## config.mk

```make
export PLATFORM = sky130hd
export DESIGN_NAME = run_length_bitmap_line_decoder
export DESIGN_NICKNAME = d
export VERILOG_FILES = /design/src/rtl/rlbd_pkg.sv /design/src/rtl/rlbd_step.sv /design/src/rtl/run_length_bitmap_line_decoder.sv
export VERILOG_INCLUDE_DIRS = /design/src /design/src/rtl
export SDC_FILE = /design/constraint.sdc
export NUM_CORES = 1
export LEC_CHECK = 0
export ABC_AREA = 1
export BUFFER_PORTS_ARGS = -buffer_cell sky130_fd_sc_hd__buf_4
export CORE_MARGIN = 3
export CORE_UTILIZATION = 65
export DETAILED_ROUTE_END_ITERATION = 10
export PLACE_DENSITY = 0.86
export SYNTH_ARGS = -nofsm -noshare
export SYNTH_HDL_FRONTEND = slang
export SYNTH_SLANG_ARGS = --single-unit
```

## constraint.sdc

```tcl
create_clock -name clock -period 13.86 [get_ports clock]
set_clock_uncertainty 0.1 [all_clocks]
set_input_delay 2.772 -clock clock [delete_from_list [all_inputs] [get_ports clock]]
set_output_delay 2.772 -clock clock [all_outputs]
set_load 0.02 [all_outputs]
```

## src/rtl/run_length_bitmap_line_decoder_defines.svh

```systemverilog
// Assertion macros used by the decoder's top-level RTL file.
`ifndef RUN_LENGTH_BITMAP_LINE_DECODER_DEFINES_SVH
`define RUN_LENGTH_BITMAP_LINE_DECODER_DEFINES_SVH

// The consequent must hold in the same cycle as the antecedent.
`define RLBD_ASSERT_SAME(lbl, clk, rst, ante, cons, msg) \
   lbl: assert property (@(posedge clk) disable iff (rst) (ante) |-> (cons)) \
      else $error(msg);

// The consequent must hold in the cycle after the antecedent.
`define RLBD_ASSERT_NEXT(lbl, clk, rst, ante, cons, msg) \
   lbl: assert property (@(posedge clk) disable iff (rst) (ante) |=> (cons)) \
      else $error(msg);

`endif

```

## src/rtl/rlbd_pkg.sv

```systemverilog
`default_nettype none

package rlbd_pkg;

   localparam int WORD_BITS      = 32;
   localparam int OFFSET_W       = 5;
   localparam int COL_W          = 11;
   localparam int RUN_W          = 8;
   localparam int CSR_W          = 7;
   localparam int SPAN_W         = 6;
   localparam int MAX_LINE_WORDS = 64;

   localparam logic [CSR_W-1:0] RESET_LINE_WORDS = 7'd10;

   typedef enum logic {
      ST_IDLE,
      ST_RUN
   } state_type;

   typedef struct packed {
      logic [SPAN_W-1:0]    span;
      logic [WORD_BITS-1:0] mask;
      logic [COL_W:0]       next_col;
      logic [RUN_W-1:0]     rem_next;
      logic                 word_done;
   } step_type;

endpackage

`default_nettype wire

```

## src/rtl/rlbd_step.sv

```systemverilog
`default_nettype none

// Computes one span: the pixels of the run that fit in the current word.
module rlbd_step (
   input  wire logic [rlbd_pkg::COL_W-1:0] col,
   input  wire logic [rlbd_pkg::RUN_W-1:0] rem,
   output rlbd_pkg::step_type              step
);

   logic [rlbd_pkg::OFFSET_W-1:0]  lo;
   logic [rlbd_pkg::SPAN_W-1:0]    room;
   logic [rlbd_pkg::SPAN_W-1:0]    span;
   logic [rlbd_pkg::SPAN_W-1:0]    hi;
   logic [rlbd_pkg::WORD_BITS-1:0] upper;
   logic [rlbd_pkg::WORD_BITS-1:0] lower;

   always_comb begin
      lo    = col[rlbd_pkg::OFFSET_W-1:0];
      room  = rlbd_pkg::SPAN_W'(rlbd_pkg::WORD_BITS) - {1'b0, lo};
      span  = (rem < {2'b00, room}) ? rem[rlbd_pkg::SPAN_W-1:0] : room;
      hi    = {1'b0, lo} + span;
      upper = hi[rlbd_pkg::SPAN_W-1] ? '1 :
              ((rlbd_pkg::WORD_BITS'(1) << hi[rlbd_pkg::OFFSET_W-1:0]) -
               rlbd_pkg::WORD_BITS'(1));
      lower = '1 << lo;

      step.span      = span;
      step.mask      = upper & lower;
      step.next_col  = {1'b0, col} + (rlbd_pkg::COL_W + 1)'(span);
      step.rem_next  = rem - {2'b00, span};
      step.word_done = hi[rlbd_pkg::SPAN_W-1];
   end

endmodule

`default_nettype wire

```

## src/rtl/run_length_bitmap_line_decoder.sv

```systemverilog
// Channel   Direction  Handshake              Payload
// req       in         req_tvalid/req_tready  tdata: run_length
// rsp       out        rsp_tvalid/rsp_tready  tdata: pixel_word, tuser: line_end, tlast: last
// csr       in         csr_wr_en              csr_wr_data: line_words
//
// A byte is taken while the decoder is idle, then fills at most one word per cycle
// while no waiting result word stalls the span unit, which fills one word at a time.
// The decoder takes no new byte while one is in work.
// Reset is synchronous and active high and returns the line to column 0, black.
// A waiting result word stalls the span unit until the word is taken.
`default_nettype none

`include "run_length_bitmap_line_decoder_defines.svh"

module run_length_bitmap_line_decoder #(
   parameter int MAX_LINE_WORDS = rlbd_pkg::MAX_LINE_WORDS
) (
   input  wire logic        clock,
   input  wire logic        reset,
   input  wire logic        req_tvalid,
   output logic             req_tready,
   input  wire logic [7:0]  req_tdata,   // [7:0] run_length
   output logic             rsp_tvalid,
   input  wire logic        rsp_tready,
   output logic [31:0]      rsp_tdata,   // [31:0] pixel_word
   output logic             rsp_tuser,   // [0] line_end
   output logic             rsp_tlast,
   input  wire logic        csr_wr_en,
   input  wire logic [7:0]  csr_wr_data  // [6:0] line_words
);

   localparam int MW_W  = $clog2(MAX_LINE_WORDS + 1);
   localparam int EW    = (MW_W > rlbd_pkg::CSR_W) ? MW_W : rlbd_pkg::CSR_W;
   localparam int CMP_W = EW + rlbd_pkg::OFFSET_W;

   rlbd_pkg::state_type state_ff, state_in;

   logic [rlbd_pkg::CSR_W-1:0]     line_words_ff;
   logic [rlbd_pkg::COL_W-1:0]     col_ff, col_in;
   logic [rlbd_pkg::RUN_W-1:0]     rem_ff, rem_in;
   logic                           white_ff, white_in;
   logic [rlbd_pkg::WORD_BITS-1:0] acc_ff, acc_in;
   logic                           rsp_valid_ff, rsp_valid_in;
   logic [rlbd_pkg::WORD_BITS-1:0] rsp_word_ff, rsp_word_in;
   logic                           rsp_eol_ff, rsp_eol_in;
   logic                           rsp_last_ff, rsp_last_in;

   rlbd_pkg::step_type             step;
   logic [EW-1:0]                  eff_words;
   logic [CMP_W-1:0]               limit;
   logic [rlbd_pkg::WORD_BITS-1:0] acc_new;
   logic                           can_go;
   logic                           eol;
   logic                           emit;
   logic                           accept;

   rlbd_step u_step (
      .col  (col_ff),
      .rem  (rem_ff),
      .step (step)
   );

   always_comb begin
      if (line_words_ff == '0) begin
         eff_words = EW'(1);
      end else if (EW'(line_words_ff) > EW'(MAX_LINE_WORDS)) begin
         eff_words = EW'(MAX_LINE_WORDS);
      end else begin
         eff_words = EW'(line_words_ff);
      end
      limit = CMP_W'(eff_words) << rlbd_pkg::OFFSET_W;
   end

   assign accept  = req_tvalid && req_tready;
   assign can_go  = !rsp_valid_ff || rsp_tready;
   assign acc_new = acc_ff | (white_ff ? step.mask : '0);
   assign eol     = CMP_W'(step.next_col) >= limit;
   assign emit    = (state_ff == rlbd_pkg::ST_RUN) && can_go && (rem_ff != '0) &&
                    step.word_done;

   // Next state.
   always_comb begin
      state_in = state_ff;
      case (state_ff)
         rlbd_pkg::ST_IDLE: begin
            if (accept) begin
               state_in = rlbd_pkg::ST_RUN;
            end
         end
         rlbd_pkg::ST_RUN: begin
            if (can_go && ((rem_ff == '0) || (emit && eol) || (step.rem_next == '0))) begin
               state_in = rlbd_pkg::ST_IDLE;
            end
         end
         default: begin
            state_in = rlbd_pkg::ST_IDLE;
         end
      endcase
   end

   // Datapath and outputs.
   always_comb begin
      col_in       = col_ff;
      rem_in       = rem_ff;
      white_in     = white_ff;
      acc_in       = acc_ff;
      rsp_valid_in = rsp_valid_ff && !rsp_tready;
      rsp_word_in  = rsp_word_ff;
      rsp_eol_in   = rsp_eol_ff;
      rsp_last_in  = rsp_last_ff;
      req_tready   = 1'b0;
      case (state_ff)
         rlbd_pkg::ST_IDLE: begin
            req_tready = 1'b1;
            if (accept) begin
               rem_in = req_tdata;
            end
         end
         rlbd_pkg::ST_RUN: begin
            if (can_go) begin
               if (rem_ff == '0) begin
                  white_in = !white_ff;
               end else if (emit) begin
                  rsp_valid_in = 1'b1;
                  rsp_word_in  = acc_new;
                  rsp_eol_in   = eol;
                  rsp_last_in  = eol ||
                                 (step.rem_next < rlbd_pkg::RUN_W'(rlbd_pkg::WORD_BITS));
                  acc_in       = '0;
                  if (eol) begin
                     col_in   = '0;
                     white_in = 1'b0;
                     rem_in   = '0;
                  end else begin
                     col_in = step.next_col[rlbd_pkg::COL_W-1:0];
                     rem_in = step.rem_next;
                     if (step.rem_next == '0) begin
                        white_in = !white_ff;
                     end
                  end
               end else begin
                  acc_in   = acc_new;
                  col_in   = step.next_col[rlbd_pkg::COL_W-1:0];
                  rem_in   = step.rem_next;
                  white_in = !white_ff;
               end
            end
         end
         default: begin
            req_tready = 1'b0;
         end
      endcase
   end

   always_ff @(posedge clock) begin
      if (reset) begin
         state_ff      <= rlbd_pkg::ST_IDLE;
         line_words_ff <= rlbd_pkg::RESET_LINE_WORDS;
         col_ff        <= '0;
         rem_ff        <= '0;
         white_ff      <= 1'b0;
         acc_ff        <= '0;
         rsp_valid_ff  <= 1'b0;
      end else begin
         state_ff     <= state_in;
         col_ff       <= col_in;
         rem_ff       <= rem_in;
         white_ff     <= white_in;
         acc_ff       <= acc_in;
         rsp_valid_ff <= rsp_valid_in;
         if (csr_wr_en) begin
            line_words_ff <= csr_wr_data[rlbd_pkg::CSR_W-1:0];
         end
      end
   end

   always_ff @(posedge clock) begin
      rsp_word_ff <= rsp_word_in;
      rsp_eol_ff  <= rsp_eol_in;
      rsp_last_ff <= rsp_last_in;
   end

   assign rsp_tvalid = rsp_valid_ff;
   assign rsp_tdata  = rsp_word_ff;
   assign rsp_tuser  = rsp_eol_ff;
   assign rsp_tlast  = rsp_last_ff;

   `RLBD_ASSERT_SAME(a_eol_is_last, clock, reset, rsp_tvalid && rsp_tuser, rsp_tlast, "line end word must close its byte")
   `RLBD_ASSERT_NEXT(a_busy_after_accept, clock, reset, accept, !req_tready, "decoder must be busy after taking a byte")
   `RLBD_ASSERT_NEXT(a_emit_aligned, clock, reset, emit, col_ff[rlbd_pkg::OFFSET_W-1:0] == '0, "column must be word aligned after a word")

endmodule

`default_nettype wire

```

=== Yosys cells after proc, flatten, opt, wreduce, memory -nomap -nowiden ===
Index checks and enable logic that the tools add are counted.

* Output and inout bits: 36
* Input bits: 21
* Bits in registers: 95
* Word-level logic and storage cells: 77

* Magnitude comparators: 4
* Muxes and demuxes: 26
* Shift-type cells: 2
* Equality and inequality tests: 4
* Reductions and logical operators: 22
* Add/sub/neg operators: 5
* Bitwise operators: 4

{| class="wikitable"
|+ Operators by type and width
! cell !! number
|-
| $mux 32 || 3
|-
| $mux 8 || 5
|-
| $and 32x32->32 || 1
|-
| $or 32x32->32 || 1
|-
| $shl 1x5->32 const A || 1
|-
| $shl 32x5->32 const A || 1
|-
| $sub 32x1->32 const B || 1
|-
| $mux 11 || 2
|-
| $logic_not 8->1 || 2
|-
| $pmux 8 s2 || 1
|-
| $mux 7 || 2
|-
| $add 11x6->12 || 1
|-
| $ge 12x12->1 || 1
|-
| $mux 1 || 11
|-
| $reduce_and 3->1 || 3
|-
| $lt 8x6->1 || 1
|-
| $lt 8x6->1 const B || 1
|-
| $reduce_bool 8->1 || 1
|-
| $sub 8x6->8 || 1
|-
| $gt 7x7->1 const B || 1
|-
| $logic_and 1x1->1 || 7
|-
| $logic_not 7->1 || 1
|-
| $add 5x6->6 || 1
|-
| $mux 6 || 1
|-
| 9 further kinds || 16
|}

=== Longest topological paths before layout ===
* Word-level depth: 11
* Depth in mapped cells: 36
* Depth with buffers taken out: 35

=== Modules after synthesis ===
From an unflattened synthesis, not the netlist that was laid out.

* Cell total of the unflattened synthesis: 919
* Area, all modules: 6,403.6 um^2

{| class="wikitable"
|+ Modules (own cells, without submodules)
! module !! cells an instance !! seq. area each (um^2) !! area each (um^2) !! instances
|-
| run_length_bitmap_line_decoder || 459 || 2,242.2 || 4,033.9 || 1
|-
| rlbd_step || 460 || 0.0 || 2,369.8 || 1
|}

=== Least setup slack after synthesis ===
OpenSTA, ideal clock, no wires.

* Path kind: input-to-reg
* Start point: input port rsp_tready
* End point: register white_ff
* Stages: 9
* Library setup time: 115 ps
* Data required time: 13,645 ps
* Slack: 8,739 ps
* Path buffers: 0
* Arrival: 4,906 ps
* Cells stage by stage: nor2_1 > nor2_4 > inv_1 > nor2_1 > inv_1 > nor2_2 > nand3_1 > a21oi_1 > nor2_1

* Longest elaborated chain between the ends: 6
* Elaborated cells between the ends (all ways): 8
* Classes of those cells: eq/ne (1); mux (2); reduce/logical (5)

{| class="wikitable"
|+ RTL lines
! item !! RTL line !! text
|-
| start: declaration || run_length_bitmap_line_decoder.sv:24 || <nowiki>input wire logic rsp_tready,</nowiki>
|-
| $logic_or 1x1->1 (*) || run_length_bitmap_line_decoder.sv:75 || <nowiki>assign can_go = !rsp_valid_ff || rsp_tready;</nowiki>
|-
| $logic_and 1x1->1 (3 in series) || run_length_bitmap_line_decoder.sv:78 || <nowiki>assign emit = (state_ff == rlbd_pkg::ST_RUN) && can_go && (rem_ff != '0) &&</nowiki>
|-
| $ne 4x2->1 (no line) or $mux 1 (tied branches) || n/a ||
|-
| $reduce_and 3->1 (no line) or $mux 1 (tied branches) || n/a ||
|-
| end signal: assignment || run_length_bitmap_line_decoder.sv:168 || <nowiki>white_ff <= white_in;</nowiki>
|-
| end: declaration || run_length_bitmap_line_decoder.sv:41 || <nowiki>logic white_ff, white_in;</nowiki>
|}

Every way passes the cells marked *; elsewhere a longest branch is shown, timed or not.
A chain may end at the register's enable or synchronous reset.

=== Worst setup path after layout ===
* Start point: register col_ff[2] (netlist name)
* End point: register col_ff[3] (netlist name)

* Longest elaborated chain between the ends: 7
* Elaborated cells between the ends (all ways): 9
* Classes of those cells: add/sub (3); order compare (2); mux (3); reduce/logical (1)

{| class="wikitable"
|+ RTL lines
! item !! RTL line !! text
|-
| start: declaration || run_length_bitmap_line_decoder.sv:39 || <nowiki>logic [rlbd_pkg::COL_W-1:0] col_ff, col_in;</nowiki>
|-
| start signal: assignment || run_length_bitmap_line_decoder.sv:166 || <nowiki>col_ff <= col_in;</nowiki>
|-
| $sub 6x5->6 || rlbd_step.sv:19 || <nowiki>room = rlbd_pkg::SPAN_W'(rlbd_pkg::WORD_BITS) - {1'b0, lo};</nowiki>
|-
| $lt 8x6->1 || rlbd_step.sv:20 || <nowiki>span = (rem < {2'b00, room}) ? rem[rlbd_pkg::SPAN_W-1:0] : room;</nowiki>
|-
| $mux 6 || rlbd_step.sv:20 ||
|-
| $add 11x6->12 (*) || rlbd_step.sv:29 || <nowiki>step.next_col = {1'b0, col} + (rlbd_pkg::COL_W + 1)'(span);</nowiki>
|-
| $ge 12x12->1 (*) || run_length_bitmap_line_decoder.sv:77 || <nowiki>assign eol = CMP_W'(step.next_col) >= limit;</nowiki>
|-
| via eol || run_length_bitmap_line_decoder.sv:53 || <nowiki>logic eol;</nowiki>
|-
| $mux 11 (*) || run_length_bitmap_line_decoder.sv:130 || <nowiki>if (eol) begin</nowiki>
|-
| $mux 11 (*) || run_length_bitmap_line_decoder.sv:123 || <nowiki>end else if (emit) begin</nowiki>
|}

The timed path passes the listed nets; every way through them passes the cells marked *.

==> run metrics <==
status=completed; number of global-route vias before repair=5,912; Tcrit/Tclk final=0.425; first-pass GRT wire length=26,500 µm; drt first-iter violations=337; Fin. Hold Viols=0; Synth Register Bits=95; fin crit period=5890 ps; r2r endpoint=col_ff[3]; reg2reg setup slack=7970 ps; DRT antenna net count=0; Clk Latency, worst-skew pair=370 ps; max incr delay on CP=530 ps; critical path class=reg -> reg; full die area=0.0115 mm²; Layout fillers=805; # rows=36; share of layout cells above drive strength 1=0.155; Cells after Synth=940; CTS tree=built; initial antenna violation count=0; sequential area share after synthesis=0.337; Die Y=107 µm; Worst-Margin Slew=1030 ps; top sig layer=met4; Clock Tree Root=clkbuf_8; Clk pin slew, worst setup/hold paths=100 ps; crit-path most repeated cell=nand2_1; Hold Path End=acc_ff[25]; Num CTS Buffers=9; Setup Viol. Count Final=0; syn avg cell area=7.07 µm²; CTS H-Tree Depth=3; Hold Path Stages=2; met1 WL=6440 µm; RSZ-0062 raised after global routing=no; Post-route DRC=0; met3 WL=899 µm; IO Pins=57; Setup crit end kind=flip-flop; Total GRT Usage=0.282; Die X=107 µm; CTS resizes=0; Unique masters post-synth=43; crit path DAT=6080 ps; GRT Residual Overflow=0; Max Slew Vio Count=0; hold_buf cts=0; HP Start=acc_ff[25]; FF-to-FF Start=col_ff[2]; # port buffers=55; CTS Sinks=95; Critical Path RT=14,050 ps; DP Worst Slack=8060 ps; routed length on met2=7620 µm; initial core utilization=0.674; Vias=6,222; TritonRoute pass-1 iters=7; PnR worst setup slack=7970 ps; Worst Path Max Fanout=14; Post-Syn Area=0.00665 mm²; Hold Crit Class=reg -> reg; hpwl dp=11,600 µm; Syn Nets=993; largest net degree at the start of global routing=37; Slew headroom=0.312; ANT cells=0; Via density=5.60; CP startpoint kind=flip-flop; Ys Warns=0; Core Area=0.00986 mm²; RD Place Congestion=0.920; WP buf/inv=4; routed len/inst=14.0 µm; Max Cap Violations=0; R2R depth=29; final WL=15,600 µm; setup TNS=0 ps; setup bufs post-CTS=0; fmax=0.170 GHz; Layout area overhead=9.15%; Worst Setup SP=col_ff[2]; CTS Buffer Depth=2; nets=1,027; CP delay by family, top=compound AO/OA/AOI/OAI gates; Slowest cell on crit path=dfxtp_1
-- through the flow --
stage	std cells	utilization	hold slack [ps]	instance area, µm²
6_report	1112	0.736	372	7260
5_1_grt	1112	0.736	392	7260
4_1_cts	1112	0.736	372	7260
3_5_place_dp	1096	0.715	359	7050
3_3_place_gp	1096	0.715	353	7050
2_1_floorplan	940	-	340	6650
-- cells in the mapped netlist (all sizes together) --
cell type / number / share of area
nor3: 2 / 0.0015
nand3b: 3 / 0.0034
nor3b: 1 / 0.0011
nand2: 237 / 0.15
edfxtp: 34 / 0.15
or2: 1 / 0.00094
o21bai: 2 / 0.0023
a31oi: 3 / 0.0028
xnor2: 4 / 0.0053
inv: 130 / 0.073
xor2: 9 / 0.012
clkbuf: 12 / 0.0068
nand3: 77 / 0.064
o21ai: 69 / 0.052
dfxtp: 61 / 0.18
clkinv: 1 / 0.00056
nor2: 103 / 0.074
o211ai: 27 / 0.035
o211a: 1 / 0.0015
nor4: 2 / 0.0019
buf: 22 / 0.023
and3: 1 / 0.00094
a21oi: 83 / 0.069
nand4: 16 / 0.015
a31o: 1 / 0.0013
ha: 30 / 0.056
o21a: 3 / 0.0034
o31ai: 2 / 0.0023
a211oi: 1 / 0.0019
fa: 2 / 0.0060
-- cells in the final DEF (no fill, tap or decap), drive strengths merged, types with 2 or more instances in the layout --
cell type  netlist  layout
nand2          237     237
inv            130     133
nor2           103     103
a21oi           83      83
nand3           77      77
o21ai           69      69
dfxtp           61      61
buf             22      57
edfxtp          34      34
ha              30      30
o211ai          27      27
nand4           16      16
clkbuf          12      10
xor2             9       9
xnor2            4       4
o21a             3       3
nand3b           3       3
a31oi            3       3
nor3             2       2
o31ai            2       2
o21bai           2       2
nor4             2       2
fa               2       2
clkinv           1       2
-- sequential cells by signal (all words and copies together) (netlist names) --
signal and flops:
acc_ff 32, col_ff 11, line_words_ff 7, rem_ff 8, rsp_tdata 32, rsp_tlast 1, rsp_tuser 1, rsp_tvalid 1
state_ff 1, white_ff 1
-- tightest hold or removal path: stages (launching register included) --
cell	delay (ps)
dfxtp_1	320
inv_1	60
a21oi_1	60
-- per-layer routing --
metal,global-route usage,up-vias
met3,0.0409,51
met2,0.503,205
met5,0,-
li1,-,3175
met1,0.333,2791
met4,0.126,0
-- worst max-delay path by stage --
stage	end	slack, ps	depth (start not counted)
after global routing	white_ff	7470	32
after floorplan	white_ff	8740	9
after detailed placement	white_ff	8060	23
final	col_ff[3]	7970	29
after global placement	white_ff	8210	32
after CTS	col_ff[3]	8050	29
-- cells by family (layout without fill, tap and decap cells) --
| group | Yosys count | in the layout | share of synthesized area |
|---|---|---|---|
| buffers and inverters | 165 | 204 | 0.104 |
| adders and majority gates | 32 | 32 | 0.0625 |
| AOI/OAI and AO/OA | 192 | 192 | 0.171 |
| DFF | 95 | 95 | 0.337 |
| and+or+nand+nor | 443 | 443 | 0.308 |
| xor gates and xnor gates | 13 | 13 | 0.0171 |
-- layout make-up --
class	count	area, µm²	share of cell area
Tap cell	133	166	0.0229
Multi-Input combinational cell	680	3720	0.513
Clock inverter	6	77.6	0.0107
Sequential cell	95	2240	0.309
Timing Repair Buffer	57	428	0.0590
Clock buffer	10	128	0.0176
Inverter	131	492	0.0678
Power is left out: the tool's default activity adds up to more than one toggle a clock period on the data nets, which glitch-free logic cannot reach.
